===== config.mk =====
export PLATFORM = sky130hd
export DESIGN_NAME = encoder_turn_unwrap_velocity
export DESIGN_NICKNAME = d
export VERILOG_FILES = /design/src/sv/euv_pkg.sv /design/src/sv/euv_front.sv /design/src/sv/euv_queue.sv /design/src/sv/euv_back.sv /design/src/sv/encoder_turn_unwrap_velocity.sv
export SDC_FILE = /design/constraint.sdc
export NUM_CORES = 2
export LEC_CHECK = 0
export BUFFER_PORTS_ARGS = -buffer_cell sky130_fd_sc_hd__buf_2
export CAP_MARGIN = 25
export CORE_MARGIN = 2
export CORE_UTILIZATION = 40
export CTS_BUF_LIST = sky130_fd_sc_hd__clkbuf_8
export CTS_CLUSTER_SIZE = 10
export DETAILED_ROUTE_END_ITERATION = 6
export SLEW_MARGIN = 20
export SYNTH_ARGS = -nofsm -noshare
export SYNTH_HDL_FRONTEND = slang
export SYNTH_SLANG_ARGS = --single-unit

===== constraint.sdc =====
create_clock -name clock -period 9.22 [get_ports clock]
set_input_delay 1.844 -clock clock [delete_from_list [all_inputs] [get_ports clock]]
set_output_delay 1.844 -clock clock [all_outputs]
set_load 0.005 [all_outputs]

===== src/sv/euv_pkg.sv =====
// ----------------------------------------------------------------------------
// Encoder unwrap/velocity package
// Shared constants, codes and types of the multiturn angle unwrap block.
// ----------------------------------------------------------------------------
package euv_pkg;

   // Default sizes of the angle and turn counter fields.
   localparam int ANGLE_BITS_DEF = 12;
   localparam int TURN_BITS_DEF  = 24;

   // Fixed field widths.
   localparam int THR_W    = 12;
   localparam int PERIOD_W = 20;
   localparam int TIME_W   = 32;
   localparam int VEL_W    = 32;
   localparam int POS_W    = 36;

   // Microseconds per second, and the width it takes.
   localparam int unsigned US_PER_SEC = 1000000;
   localparam int          US_W       = 20;

   // Velocity saturation limits (magnitudes).
   localparam logic [VEL_W-1:0] VEL_POS_MAX = 32'h7FFF_FFFF;
   localparam logic [VEL_W-1:0] VEL_NEG_MAG = 32'h8000_0000;

   // Register reset values.
   localparam logic [THR_W-1:0]    THR_RESET    = 12'd3276;
   localparam logic [PERIOD_W-1:0] PERIOD_RESET = 20'd1000;

   // Configuration port.
   localparam int CSR_IDX_W  = 2;
   localparam int CSR_DATA_W = 20;

   typedef enum logic [CSR_IDX_W-1:0] {
      CSR_JUMP_THRESHOLD = 2'd0,
      CSR_DEFAULT_PERIOD = 2'd1
   } csr_index_type;

   // Command queue between the front and back.
   localparam int Q_DEPTH = 2;
   localparam int Q_PTR_W = 1;
   localparam int Q_CNT_W = 2;

   typedef enum logic [0:0] {
      OP_SAMPLE   = 1'b0,
      OP_VELOCITY = 1'b1
   } op_type;

   typedef enum logic [2:0] {
      BK_IDLE,
      BK_MUL_LO,
      BK_MUL_HI,
      BK_DIV,
      BK_FINISH
   } back_state_type;

   typedef struct packed {
      logic [THR_W-1:0]    jump_threshold;
      logic [PERIOD_W-1:0] default_period_us;
   } cfg_type;

   typedef struct packed {
      logic full;
      logic empty;
   } q_status_type;

endpackage


===== src/sv/euv_front.sv =====
// ----------------------------------------------------------------------------
// Encoder unwrap/velocity front end
// Takes requests, classifies them into sample or velocity commands and
// hands them to the command queue.
// ----------------------------------------------------------------------------
module euv_front
   import euv_pkg::*;
#(
   parameter int ANGLE_BITS = ANGLE_BITS_DEF
) (
   input  logic                          clock,
   input  logic                          reset,
   input  logic                          req_valid,
   output logic                          req_stall,
   input  logic                          req_mode,
   input  logic [ANGLE_BITS-1:0]         req_raw_angle,
   input  logic [TIME_W-1:0]             req_timestamp_us,
   input  q_status_type                  q_status,
   output logic                          q_push,
   output logic [1+ANGLE_BITS+TIME_W-1:0] q_data
);

   localparam int CMD_W = 1 + ANGLE_BITS + TIME_W;

   logic             slot_valid_ff, slot_valid_in;
   logic [CMD_W-1:0] slot_cmd_ff, slot_cmd_in;
   logic             accept;
   op_type           op;

   assign q_push    = slot_valid_ff && !q_status.full;
   assign req_stall = slot_valid_ff && q_status.full;
   assign accept    = req_valid && !req_stall;
   assign q_data    = slot_cmd_ff;

   always_comb begin
      op            = req_mode ? OP_VELOCITY : OP_SAMPLE;
      slot_valid_in = accept || (slot_valid_ff && !q_push);
      slot_cmd_in   = slot_cmd_ff;
      if (accept) begin
         // Velocity requests carry no angle or time: drop them.
         if (op == OP_VELOCITY) begin
            slot_cmd_in = {op, {ANGLE_BITS{1'b0}}, {TIME_W{1'b0}}};
         end else begin
            slot_cmd_in = {op, req_raw_angle, req_timestamp_us};
         end
      end
   end

   always_ff @(posedge clock) begin
      if (reset) begin
         slot_valid_ff <= 1'b0;
      end else begin
         slot_valid_ff <= slot_valid_in;
      end
   end

   always_ff @(posedge clock) begin
      slot_cmd_ff <= slot_cmd_in;
   end

endmodule


===== src/sv/euv_queue.sv =====
// ----------------------------------------------------------------------------
// Encoder unwrap/velocity command queue
// Short first-in first-out buffer between the front and the back.
// ----------------------------------------------------------------------------
module euv_queue
   import euv_pkg::*;
#(
   parameter int DATA_W = 1 + ANGLE_BITS_DEF + TIME_W
) (
   input  logic              clock,
   input  logic              reset,
   input  logic              push,
   input  logic [DATA_W-1:0] push_data,
   input  logic              pop,
   output logic [DATA_W-1:0] pop_data,
   output q_status_type      status
);

   logic [DATA_W-1:0]  entry_ff [Q_DEPTH];
   logic [Q_PTR_W-1:0] wr_ptr_ff, wr_ptr_in;
   logic [Q_PTR_W-1:0] rd_ptr_ff, rd_ptr_in;
   logic [Q_CNT_W-1:0] count_ff, count_in;

   assign status.full  = (count_ff == Q_CNT_W'(Q_DEPTH));
   assign status.empty = (count_ff == '0);
   assign pop_data     = entry_ff[rd_ptr_ff];

   always_comb begin
      wr_ptr_in = push ? wr_ptr_ff + 1'b1 : wr_ptr_ff;
      rd_ptr_in = pop  ? rd_ptr_ff + 1'b1 : rd_ptr_ff;
      count_in  = count_ff;
      if (push && !pop) begin
         count_in = count_ff + 1'b1;
      end else if (pop && !push) begin
         count_in = count_ff - 1'b1;
      end
   end

   always_ff @(posedge clock) begin
      if (reset) begin
         wr_ptr_ff <= '0;
         rd_ptr_ff <= '0;
         count_ff  <= '0;
      end else begin
         wr_ptr_ff <= wr_ptr_in;
         rd_ptr_ff <= rd_ptr_in;
         count_ff  <= count_in;
      end
   end

   always_ff @(posedge clock) begin
      if (push) begin
         entry_ff[wr_ptr_ff] <= push_data;
      end
   end

endmodule


===== src/sv/euv_back.sv =====
// ----------------------------------------------------------------------------
// Encoder unwrap/velocity back end
// Holds the angle/turn state, unwraps samples, and computes velocity with a
// constant multiply and a bit-serial restoring divider.
// ----------------------------------------------------------------------------
module euv_back
   import euv_pkg::*;
#(
   parameter int ANGLE_BITS = ANGLE_BITS_DEF,
   parameter int TURN_BITS  = TURN_BITS_DEF
) (
   input  logic                           clock,
   input  logic                           reset,
   input  cfg_type                        cfg,
   input  q_status_type                   q_status,
   input  logic [1+ANGLE_BITS+TIME_W-1:0] q_data,
   output logic                           q_pop,
   output logic                           rsp_valid,
   input  logic                           rsp_stall,
   output logic [ANGLE_BITS-1:0]          rsp_angle_counts,
   output logic signed [TURN_BITS-1:0]    rsp_turn_count,
   output logic signed [POS_W-1:0]        rsp_position_counts,
   output logic signed [VEL_W-1:0]        rsp_velocity_cps
);

   localparam int CMD_W  = 1 + ANGLE_BITS + TIME_W;
   localparam int MAG_W  = TURN_BITS + ANGLE_BITS;
   localparam int DPOS_W = MAG_W + 1;
   localparam int NUM_W  = MAG_W + US_W;
   localparam int HALF_W = (MAG_W + 1) / 2;
   localparam int REST_W = MAG_W - HALF_W;
   localparam int CNT_W  = $clog2(NUM_W);
   localparam int CMP_W  = (ANGLE_BITS > THR_W) ? ANGLE_BITS : THR_W;

   back_state_type state_ff, state_in;

   // Architectural state.
   logic [ANGLE_BITS-1:0] last_angle_ff, last_angle_in;
   logic [TURN_BITS-1:0]  turns_ff, turns_in;
   logic [TIME_W-1:0]     last_time_ff, last_time_in;
   logic [ANGLE_BITS-1:0] ref_angle_ff, ref_angle_in;
   logic [TURN_BITS-1:0]  ref_turns_ff, ref_turns_in;
   logic [TIME_W-1:0]     ref_time_ff, ref_time_in;

   // Velocity datapath.
   logic [MAG_W-1:0]  mag_ff, mag_in;
   logic              neg_ff, neg_in;
   logic [TIME_W-1:0] dt_ff, dt_in;
   logic [NUM_W-1:0]  num_ff, num_in;
   logic [TIME_W-1:0] rem_ff, rem_in;
   logic [CNT_W-1:0]  cnt_ff, cnt_in;

   // Result register.
   logic                  rsp_valid_ff, rsp_valid_in;
   logic [ANGLE_BITS-1:0] rsp_angle_ff, rsp_angle_in;
   logic [TURN_BITS-1:0]  rsp_turns_ff, rsp_turns_in;
   logic [POS_W-1:0]      rsp_pos_ff, rsp_pos_in;
   logic [VEL_W-1:0]      rsp_vel_ff, rsp_vel_in;

   op_type                cmd_op;
   logic [ANGLE_BITS-1:0] cmd_angle;
   logic [TIME_W-1:0]     cmd_time;

   logic                  out_free;
   logic                  jump_up;
   logic [ANGLE_BITS-1:0] jump_mag;
   logic [TURN_BITS-1:0]  turns_step;
   logic [TURN_BITS-1:0]  dturn;
   logic [ANGLE_BITS:0]   dangle;
   logic [DPOS_W-1:0]     dpos;
   logic [DPOS_W-1:0]     mag_full;
   logic [TIME_W-1:0]     dt_raw;
   logic [TIME_W-1:0]     dt_sel;
   logic [HALF_W+US_W-1:0] lo_prod;
   logic [REST_W+US_W-1:0] hi_prod;
   logic [TIME_W:0]       trial;
   logic [TIME_W:0]       trial_diff;
   logic                  trial_ge;
   logic [VEL_W-1:0]      q_pos;
   logic [VEL_W-1:0]      q_neg;
   logic [VEL_W-1:0]      vel_sat;

   assign cmd_op    = op_type'(q_data[CMD_W-1]);
   assign cmd_angle = q_data[TIME_W +: ANGLE_BITS];
   assign cmd_time  = q_data[TIME_W-1:0];

   assign out_free = !rsp_valid_ff || !rsp_stall;

   // Wrap detection on a new sample.
   always_comb begin
      jump_up  = cmd_angle > last_angle_ff;
      jump_mag = jump_up ? (cmd_angle - last_angle_ff) : (last_angle_ff - cmd_angle);
      turns_step = turns_ff;
      if (CMP_W'(jump_mag) > CMP_W'(cfg.jump_threshold)) begin
         turns_step = jump_up ? (turns_ff - 1'b1) : (turns_ff + 1'b1);
      end
   end

   // Position change and elapsed time since the reference.
   always_comb begin
      dturn    = turns_ff - ref_turns_ff;
      dangle   = {1'b0, last_angle_ff} - {1'b0, ref_angle_ff};
      dpos     = {dturn[TURN_BITS-1], dturn, {ANGLE_BITS{1'b0}}}
               + {{(DPOS_W-ANGLE_BITS-1){dangle[ANGLE_BITS]}}, dangle};
      mag_full = dpos[DPOS_W-1] ? (~dpos + 1'b1) : dpos;
      dt_raw   = last_time_ff - ref_time_ff;
      if (dt_raw != '0) begin
         dt_sel = dt_raw;
      end else if (cfg.default_period_us != '0) begin
         dt_sel = TIME_W'(cfg.default_period_us);
      end else begin
         dt_sel = TIME_W'(1);
      end
   end

   // Magnitude times one million, split in two partial products.
   assign lo_prod = (HALF_W+US_W)'(mag_ff[HALF_W-1:0]) * (HALF_W+US_W)'(US_PER_SEC);
   assign hi_prod = (REST_W+US_W)'(mag_ff[MAG_W-1:HALF_W]) * (REST_W+US_W)'(US_PER_SEC);

   // One restoring division step.
   assign trial      = {rem_ff, num_ff[NUM_W-1]};
   assign trial_diff = trial - {1'b0, dt_ff};
   assign trial_ge   = trial >= {1'b0, dt_ff};

   // Saturate the quotient into the signed 32-bit range.
   always_comb begin
      q_pos   = (num_ff > NUM_W'(VEL_POS_MAX)) ? VEL_POS_MAX : num_ff[VEL_W-1:0];
      q_neg   = (num_ff > NUM_W'(VEL_NEG_MAG)) ? VEL_NEG_MAG : num_ff[VEL_W-1:0];
      vel_sat = neg_ff ? (~q_neg + VEL_W'(1)) : q_pos;
   end

   always_comb begin
      state_in      = state_ff;
      last_angle_in = last_angle_ff;
      turns_in      = turns_ff;
      last_time_in  = last_time_ff;
      ref_angle_in  = ref_angle_ff;
      ref_turns_in  = ref_turns_ff;
      ref_time_in   = ref_time_ff;
      mag_in        = mag_ff;
      neg_in        = neg_ff;
      dt_in         = dt_ff;
      num_in        = num_ff;
      rem_in        = rem_ff;
      cnt_in        = cnt_ff;
      q_pop         = 1'b0;
      rsp_valid_in  = rsp_valid_ff && rsp_stall;
      rsp_angle_in  = rsp_angle_ff;
      rsp_turns_in  = rsp_turns_ff;
      rsp_pos_in    = rsp_pos_ff;
      rsp_vel_in    = rsp_vel_ff;

      case (state_ff)
         BK_IDLE: begin
            if (!q_status.empty && out_free) begin
               q_pop = 1'b1;
               if (cmd_op == OP_SAMPLE) begin
                  last_angle_in = cmd_angle;
                  last_time_in  = cmd_time;
                  turns_in      = turns_step;
                  rsp_valid_in  = 1'b1;
                  rsp_vel_in    = '0;
               end else begin
                  mag_in       = mag_full[MAG_W-1:0];
                  neg_in       = dpos[DPOS_W-1];
                  dt_in        = dt_sel;
                  ref_angle_in = last_angle_ff;
                  ref_turns_in = turns_ff;
                  ref_time_in  = last_time_ff;
                  state_in     = BK_MUL_LO;
               end
            end
         end
         BK_MUL_LO: begin
            num_in   = NUM_W'(lo_prod);
            state_in = BK_MUL_HI;
         end
         BK_MUL_HI: begin
            num_in   = num_ff + (NUM_W'(hi_prod) << HALF_W);
            rem_in   = '0;
            cnt_in   = CNT_W'(NUM_W - 1);
            state_in = BK_DIV;
         end
         BK_DIV: begin
            rem_in = trial_ge ? trial_diff[TIME_W-1:0] : trial[TIME_W-1:0];
            num_in = {num_ff[NUM_W-2:0], trial_ge};
            cnt_in = cnt_ff - 1'b1;
            if (cnt_ff == '0) begin
               state_in = BK_FINISH;
            end
         end
         BK_FINISH: begin
            if (out_free) begin
               rsp_valid_in = 1'b1;
               rsp_vel_in   = vel_sat;
               state_in     = BK_IDLE;
            end
         end
         default: begin
            state_in = BK_IDLE;
         end
      endcase

      // Load position fields from the updated state along with the result.
      if (rsp_valid_in && !(rsp_valid_ff && rsp_stall)) begin
         rsp_angle_in = last_angle_in;
         rsp_turns_in = turns_in;
         rsp_pos_in   = POS_W'($signed({turns_in, last_angle_in}));
      end
   end

   always_ff @(posedge clock) begin
      if (reset) begin
         state_ff      <= BK_IDLE;
         rsp_valid_ff  <= 1'b0;
         last_angle_ff <= '0;
         turns_ff      <= '0;
         last_time_ff  <= '0;
         ref_angle_ff  <= '0;
         ref_turns_ff  <= '0;
         ref_time_ff   <= '0;
      end else begin
         state_ff      <= state_in;
         rsp_valid_ff  <= rsp_valid_in;
         last_angle_ff <= last_angle_in;
         turns_ff      <= turns_in;
         last_time_ff  <= last_time_in;
         ref_angle_ff  <= ref_angle_in;
         ref_turns_ff  <= ref_turns_in;
         ref_time_ff   <= ref_time_in;
      end
   end

   always_ff @(posedge clock) begin
      mag_ff       <= mag_in;
      neg_ff       <= neg_in;
      dt_ff        <= dt_in;
      num_ff       <= num_in;
      rem_ff       <= rem_in;
      cnt_ff       <= cnt_in;
      rsp_angle_ff <= rsp_angle_in;
      rsp_turns_ff <= rsp_turns_in;
      rsp_pos_ff   <= rsp_pos_in;
      rsp_vel_ff   <= rsp_vel_in;
   end

   assign rsp_valid           = rsp_valid_ff;
   assign rsp_angle_counts    = rsp_angle_ff;
   assign rsp_turn_count      = $signed(rsp_turns_ff);
   assign rsp_position_counts = $signed(rsp_pos_ff);
   assign rsp_velocity_cps    = $signed(rsp_vel_ff);

endmodule


===== src/sv/encoder_turn_unwrap_velocity.sv =====
// ----------------------------------------------------------------------------
// Encoder turn unwrap and velocity
// Multiturn tracking of an absolute rotary encoder angle with a velocity
// estimate in counts per second.
// ----------------------------------------------------------------------------
// Usage:
//   req_* carries one request: mode 0 is an angle sample (raw_angle and
//   timestamp_us), mode 1 asks for the velocity since the last such request.
//   rsp_* returns one result per request, in order: latest angle, turn count,
//   multiturn position and (for mode 1 only) the saturated velocity.
//   csr_* writes the jump threshold (index 0) and default period (index 1);
//   csr_ready is always high. Write only while no request is in flight.
// Flow:
//   A sample passes the front register, the queue and the result register; the
//   back end handles one per cycle while the result is not stalled. A velocity
//   request holds the back end: capture, a low and a high partial product of
//   the multiply by one million, the restoring divider at one quotient bit per
//   cycle, and the result load. The divider sets the velocity rate.
// Reset clears the turn state, references, queue and result register and
//   loads the register defaults. When rsp_stall is high the result holds;
//   the two-entry queue and front register keep taking requests until full.
// ----------------------------------------------------------------------------
module encoder_turn_unwrap_velocity
   import euv_pkg::*;
#(
   parameter int ANGLE_BITS = ANGLE_BITS_DEF,
   parameter int TURN_BITS  = TURN_BITS_DEF
) (
   input  logic                        clock,
   input  logic                        reset,
   // Request channel
   input  logic                        req_valid,
   output logic                        req_stall,
   input  logic                        req_mode,
   input  logic [ANGLE_BITS-1:0]       req_raw_angle,
   input  logic [TIME_W-1:0]           req_timestamp_us,
   // Result channel
   output logic                        rsp_valid,
   input  logic                        rsp_stall,
   output logic [ANGLE_BITS-1:0]       rsp_angle_counts,
   output logic signed [TURN_BITS-1:0] rsp_turn_count,
   output logic signed [POS_W-1:0]     rsp_position_counts,
   output logic signed [VEL_W-1:0]     rsp_velocity_cps,
   // Configuration write channel
   input  logic                        csr_valid,
   output logic                        csr_ready,
   input  logic [CSR_IDX_W-1:0]        csr_index,
   input  logic [CSR_DATA_W-1:0]       csr_wdata
);

   localparam int CMD_W = 1 + ANGLE_BITS + TIME_W;

   // Configuration registers.
   logic [THR_W-1:0]    thr_ff, thr_in;
   logic [PERIOD_W-1:0] period_ff, period_in;
   cfg_type             cfg;

   // Front to queue to back.
   logic             q_push;
   logic             q_pop;
   logic [CMD_W-1:0] q_push_data;
   logic [CMD_W-1:0] q_pop_data;
   q_status_type     q_status;

   assign csr_ready = 1'b1;

   // Decode the write index; drop writes to unknown indexes.
   always_comb begin
      thr_in    = thr_ff;
      period_in = period_ff;
      if (csr_valid && csr_ready) begin
         case (csr_index)
            CSR_JUMP_THRESHOLD: thr_in    = csr_wdata[THR_W-1:0];
            CSR_DEFAULT_PERIOD: period_in = csr_wdata[PERIOD_W-1:0];
            default: ;
         endcase
      end
   end

   always_ff @(posedge clock) begin
      if (reset) begin
         thr_ff    <= THR_RESET;
         period_ff <= PERIOD_RESET;
      end else begin
         thr_ff    <= thr_in;
         period_ff <= period_in;
      end
   end

   assign cfg.jump_threshold    = thr_ff;
   assign cfg.default_period_us = period_ff;

   // Classify and register incoming requests.
   euv_front #(
      .ANGLE_BITS (ANGLE_BITS)
   ) u_front (
      .clock            (clock),
      .reset            (reset),
      .req_valid        (req_valid),
      .req_stall        (req_stall),
      .req_mode         (req_mode),
      .req_raw_angle    (req_raw_angle),
      .req_timestamp_us (req_timestamp_us),
      .q_status         (q_status),
      .q_push           (q_push),
      .q_data           (q_push_data)
   );

   // Decouple the front from the long velocity computation.
   euv_queue #(
      .DATA_W (CMD_W)
   ) u_queue (
      .clock     (clock),
      .reset     (reset),
      .push      (q_push),
      .push_data (q_push_data),
      .pop       (q_pop),
      .pop_data  (q_pop_data),
      .status    (q_status)
   );

   // Unwrap, velocity and the result register.
   euv_back #(
      .ANGLE_BITS (ANGLE_BITS),
      .TURN_BITS  (TURN_BITS)
   ) u_back (
      .clock               (clock),
      .reset               (reset),
      .cfg                 (cfg),
      .q_status            (q_status),
      .q_data              (q_pop_data),
      .q_pop               (q_pop),
      .rsp_valid           (rsp_valid),
      .rsp_stall           (rsp_stall),
      .rsp_angle_counts    (rsp_angle_counts),
      .rsp_turn_count      (rsp_turn_count),
      .rsp_position_counts (rsp_position_counts),
      .rsp_velocity_cps    (rsp_velocity_cps)
   );

   // Never push into a full queue.
   a_no_overflow: assert property (@(posedge clock) disable iff (reset)
      q_push |-> !q_status.full)
      else $error("command pushed into full queue");

   // Never pop an empty queue.
   a_no_underflow: assert property (@(posedge clock) disable iff (reset)
      q_pop |-> !q_status.empty)
      else $error("command popped from empty queue");

   // No result right after reset.
   a_reset_idle: assert property (@(posedge clock)
      !reset && $past(reset) |-> !rsp_valid)
      else $error("result valid after reset");

endmodule

==> metrics.md <==
| Metric | Value |
|---|---|
| Final wirelength | `92.1 mm` |
| Worst setup EP type | `register` |
| DR WL/cell | `16.0 um` |
| Most used cells in the layout excluding fill and tap cells | `ha_1, nand2_1, inv_1` |
| Total Die Area | `103000 um^2` |
| # fillers | `9719` |
| Minimum setup slack in the final design | `1.08 ns` |
| Reg2Reg Launch Point | `u_back.mag_ff[19]$_DFFE_PP_` |
| Post-Syn Nets | `4891` |
| Leading cell type in the layout, fill and taps excluded | `ha_1` |
| Endpoint of the most critical setup path | `u_back.num_ff[55]$_DFFE_PP_` |
| Clock Path Buffers | `3` |
| FF+latch count, synth | `544` |
| Last weighted congestion value of the routability-driven placer | `0.865` |
| Critical path's largest stage delay | `0.57 ns` |
| Worst R2R Setup Slack | `1.08 ns` |
| Layout cell share with drive strength beyond 1 | `9.68%` |
| Final Skew | `0.0487 ns` |
| Number of max-cap violations | `0` |
| Simple-gate share of the synthesized area | `14.9%` |
| Final min period | `8.14 ns` |
| Arithmetic-cell share of the synthesized area counting full adders, half adders and majority gates | `20.5%` |
| Buffer cell driving the clock tree root | `clkbuf_8` |
| Via-to-Cell Ratio | `5.24` |
| IO buf count | `177` |
| R2R depth | `31` |
| CP max FO | `8` |
| Number of different library cells in the post-synthesis netlist | `97` |
| Antenna violations before repair | `2` |
| Effective utilization at floorplan | `40.3%` |
| CTS clock-pin slew for the worst setup and hold paths | `0.06 ns` |
| Hold violation total from the final report | `0` |
| Proportion of netlist area held by the largest area contributor | `27.2%` |
| Synth Area in Compound Gates | `16.2%` |
| Async set-reset flop share out of synthesis | `0%` |
| Core utilization of the finished layout | `44.4%` |
| Core outline area | `100000 um^2` |
| First-pass GRT wire length | `151 mm` |
| Starting DRC count in detailed routing | `1772` |
| Share of the yosys chip area belonging to registers | `36.1%` |
| Xor/xnor cell area share of the yosys netlist | `4.97%` |
| Count of final setup violators | `0` |
| Worst slew pin tran | `1.05 ns` |
| Residual antenna-violating net count after detailed routing | `0` |
| Critical Path Start | `u_back.mag_ff[19]$_DFFE_PP_` |
| CTS H-tree lvls | `3` |
| Max Clock Freq | `123 MHz` |
| Leftover overflow at the end of global routing | `0` |
| Setup TNS Final | `0 ns` |
| Most frequently used flop master after synthesis | `edfxtp_1` |
| Setup slack after placement | `1.13 ns` |
| Buffer count from post-CTS setup fixing | `0` |
| Capturing point of the worst reg2reg path | `u_back.num_ff[55]$_DFFE_PP_` |
| Period utilization | `88.3%` |
| Drt first pass iters | `7` |
| Status | `completed` |
| CTS Sinks | `544` |
| Final number of max-transition violations | `0` |
| Maximum number of pins on one net before global-route repair | `96` |
| Area leader, netlist | `edfxtp_1` |
| Cell at the slowest stage of the critical path | `edfxtp_1` |
| Number of top-level pins | `179` |
| Most frequent cell on the critical path | `fa_1` |
| Area of the mapped netlist | `40300 um^2` |
| Multiplexer share of the synthesized area | `1.93%` |
| Combinational family with the most area after synthesis | `adder cells` |
| Number of flops mapped to enable cells by yosys | `366` |
| Number of standard cells after synthesis | `4242` |
| Clock buffers created by TritonCTS | `96` |
| Drc violations | `0` |
| Worst Setup Path Type | `reg -> reg` |
| Via count | `30100` |
| Clk_lat worst skew | `0.74 ns` |
| Number of warnings reported in the yosys synthesis log | `0` |
| Worst Hold Class | `reg -> reg` |
| Number of global-route vias before repair | `29100` |
| Final net count | `5020` |
| Mapped Avg Cell Area | `9.51 um^2` |
| RSZ-0062 raised after global routing | `false` |
| Floorplan die height | `322 um` |
| Floorplan row count | `116` |
| CTS tree | `built` |
| Top post-synthesis cells by area | `edfxtp_1, ha_1, dfxtp_1` |
| Hold-fix buffer count after cts | `0` |
| Global-route total usage across every layer | `17.8%` |
| Growth of design area from synthesis to finish | `10.1%` |
| Arrival time of the worst setup path | `8.71 ns` |
| Data required time at the worst endpoint | `9.78 ns` |
| Post-DP HPWL | `69.0 mm` |
| Number of cells upsized or downsized after cts | `0` |
| Nature of the critical path startpoint | `register` |
| Headroom to the max-slew limit | `28.5%` |
| Die outline width | `322 um` |
-- registers in the layout, summed over array words and instances (netlist names), 6 cells and up, named ones only --
name / flops
u_back.ref_turns_ff: 24
u_back.ref_angle_ff: 12
u_back.turns_ff: 24
u_back.num_ff: 56
u_back.last_time_ff: 32
u_back.rem_ff: 32
u_back.rsp_position_counts: 36
u_back.rsp_velocity_cps: 32
u_front.q_data: 45
u_back.last_angle_ff: 12
u_back.cnt_ff: 6
u_back.dt_ff: 32
u_queue.entry_ff: 90
u_back.ref_time_ff: 32
u_back.mag_ff: 36
thr_ff: 12
period_ff: 20
-- worst max-delay path: cells and delay by family (launching register included) --
kind	cells	cell delay [ns]
mux	1	0.25
buf+inv	4	0.26
flops	1	0.57
compound gates	15	2.85
xor+xnor	1	0.14
simple gates	2	0.51
fa+ha+maj	8	3.44
-- cells by family after synthesis --
kind of cell	Yosys count
AO/OA/AOI/OAI	1017
XOR/XNOR	229
adder cells (fa/ha/maj)	577
buffers and inverters	544
flip-flops	544
multiplexers	76
other	1
AND/OR/NAND/NOR	1254
-- worst min-delay path by stage --
stage | cells after the start | endpoint | slack [ns] | startpoint
2_1_floorplan | 0 | u_queue.entry_ff[0][0]$_DFFE_PP_ | 0.42 | u_front.q_data[0]$_SDFFCE_PP0P_
3_3_place_gp | 0 | u_queue.entry_ff[1][37]$_DFFE_PP_ | 0.42 | u_front.q_data[37]$_SDFFCE_PP0P_
3_5_place_dp | 0 | u_queue.entry_ff[1][16]$_DFFE_PP_ | 0.43 | u_front.q_data[16]$_SDFFCE_PP0P_
4_1_cts | 0 | u_queue.entry_ff[1][12]$_DFFE_PP_ | 0.44 | u_front.q_data[12]$_SDFFCE_PP0P_
5_1_grt | 0 | u_queue.entry_ff[1][12]$_DFFE_PP_ | 0.44 | u_front.q_data[12]$_SDFFCE_PP0P_
6_report | 0 | u_queue.entry_ff[0][15]$_DFFE_PP_ | 0.44 | u_front.q_data[15]$_SDFFCE_PP0P_
-- final cells by class --
type / instances / area, um^2 / share of cell area [%]
multi-input cells: 3154 / 23700 / 53.3
inverters: 370 / 1390 / 3.14
clock buffers: 105 / 1450 / 3.25
well taps: 1298 / 1620 / 3.66
diodes: 1 / 2.50 / 0.00563
flip-flops and latches: 544 / 14600 / 32.8
clock inverters: 75 / 614 / 1.38
repair buffers: 205 / 1110 / 2.51
-- Yosys cell counts, drive strengths merged (29+ instances only) --
master    n
xnor2   132
a211oi   73
nand2b   29
mux2i    62
xor2     97
nand4    41
fa      139
o21ai   189
edfxtp  366
o21bai   33
or3      34
clkbuf  110
a21o    103
nor3     68
o21a     49
dfxtp   178
a21oi   364
ha      438
nand3    80
buf      64
and3     34
inv     367
nor2    309
nor2b   109
nand2   424
-- per-layer routing --
layer | global-route usage (%) | vias to the layer above | share of wire, %
met5 | 0 | - | 0.0098
met4 | 5.29 | 2 | 2.3
met3 | 2.75 | 125 | 4.6
met2 | 27.3 | 534 | 43
met1 | 25.7 | 14200 | 50
li1 | - | 15300 | -
-- per-stage QoR --
step                instances  cell area [um^2]  hold WS, ns
floorplan                4242             40300        0.421
finish                   5752             44400        0.442
detailed placement       5570             42300        0.430
global placement         5570             42300        0.422
global route             5752             44400        0.441
CTS                      5750             44400        0.441
Power is not shown: default switching activity piles up to over one toggle a cycle in this logic, so the estimate is an artifact.
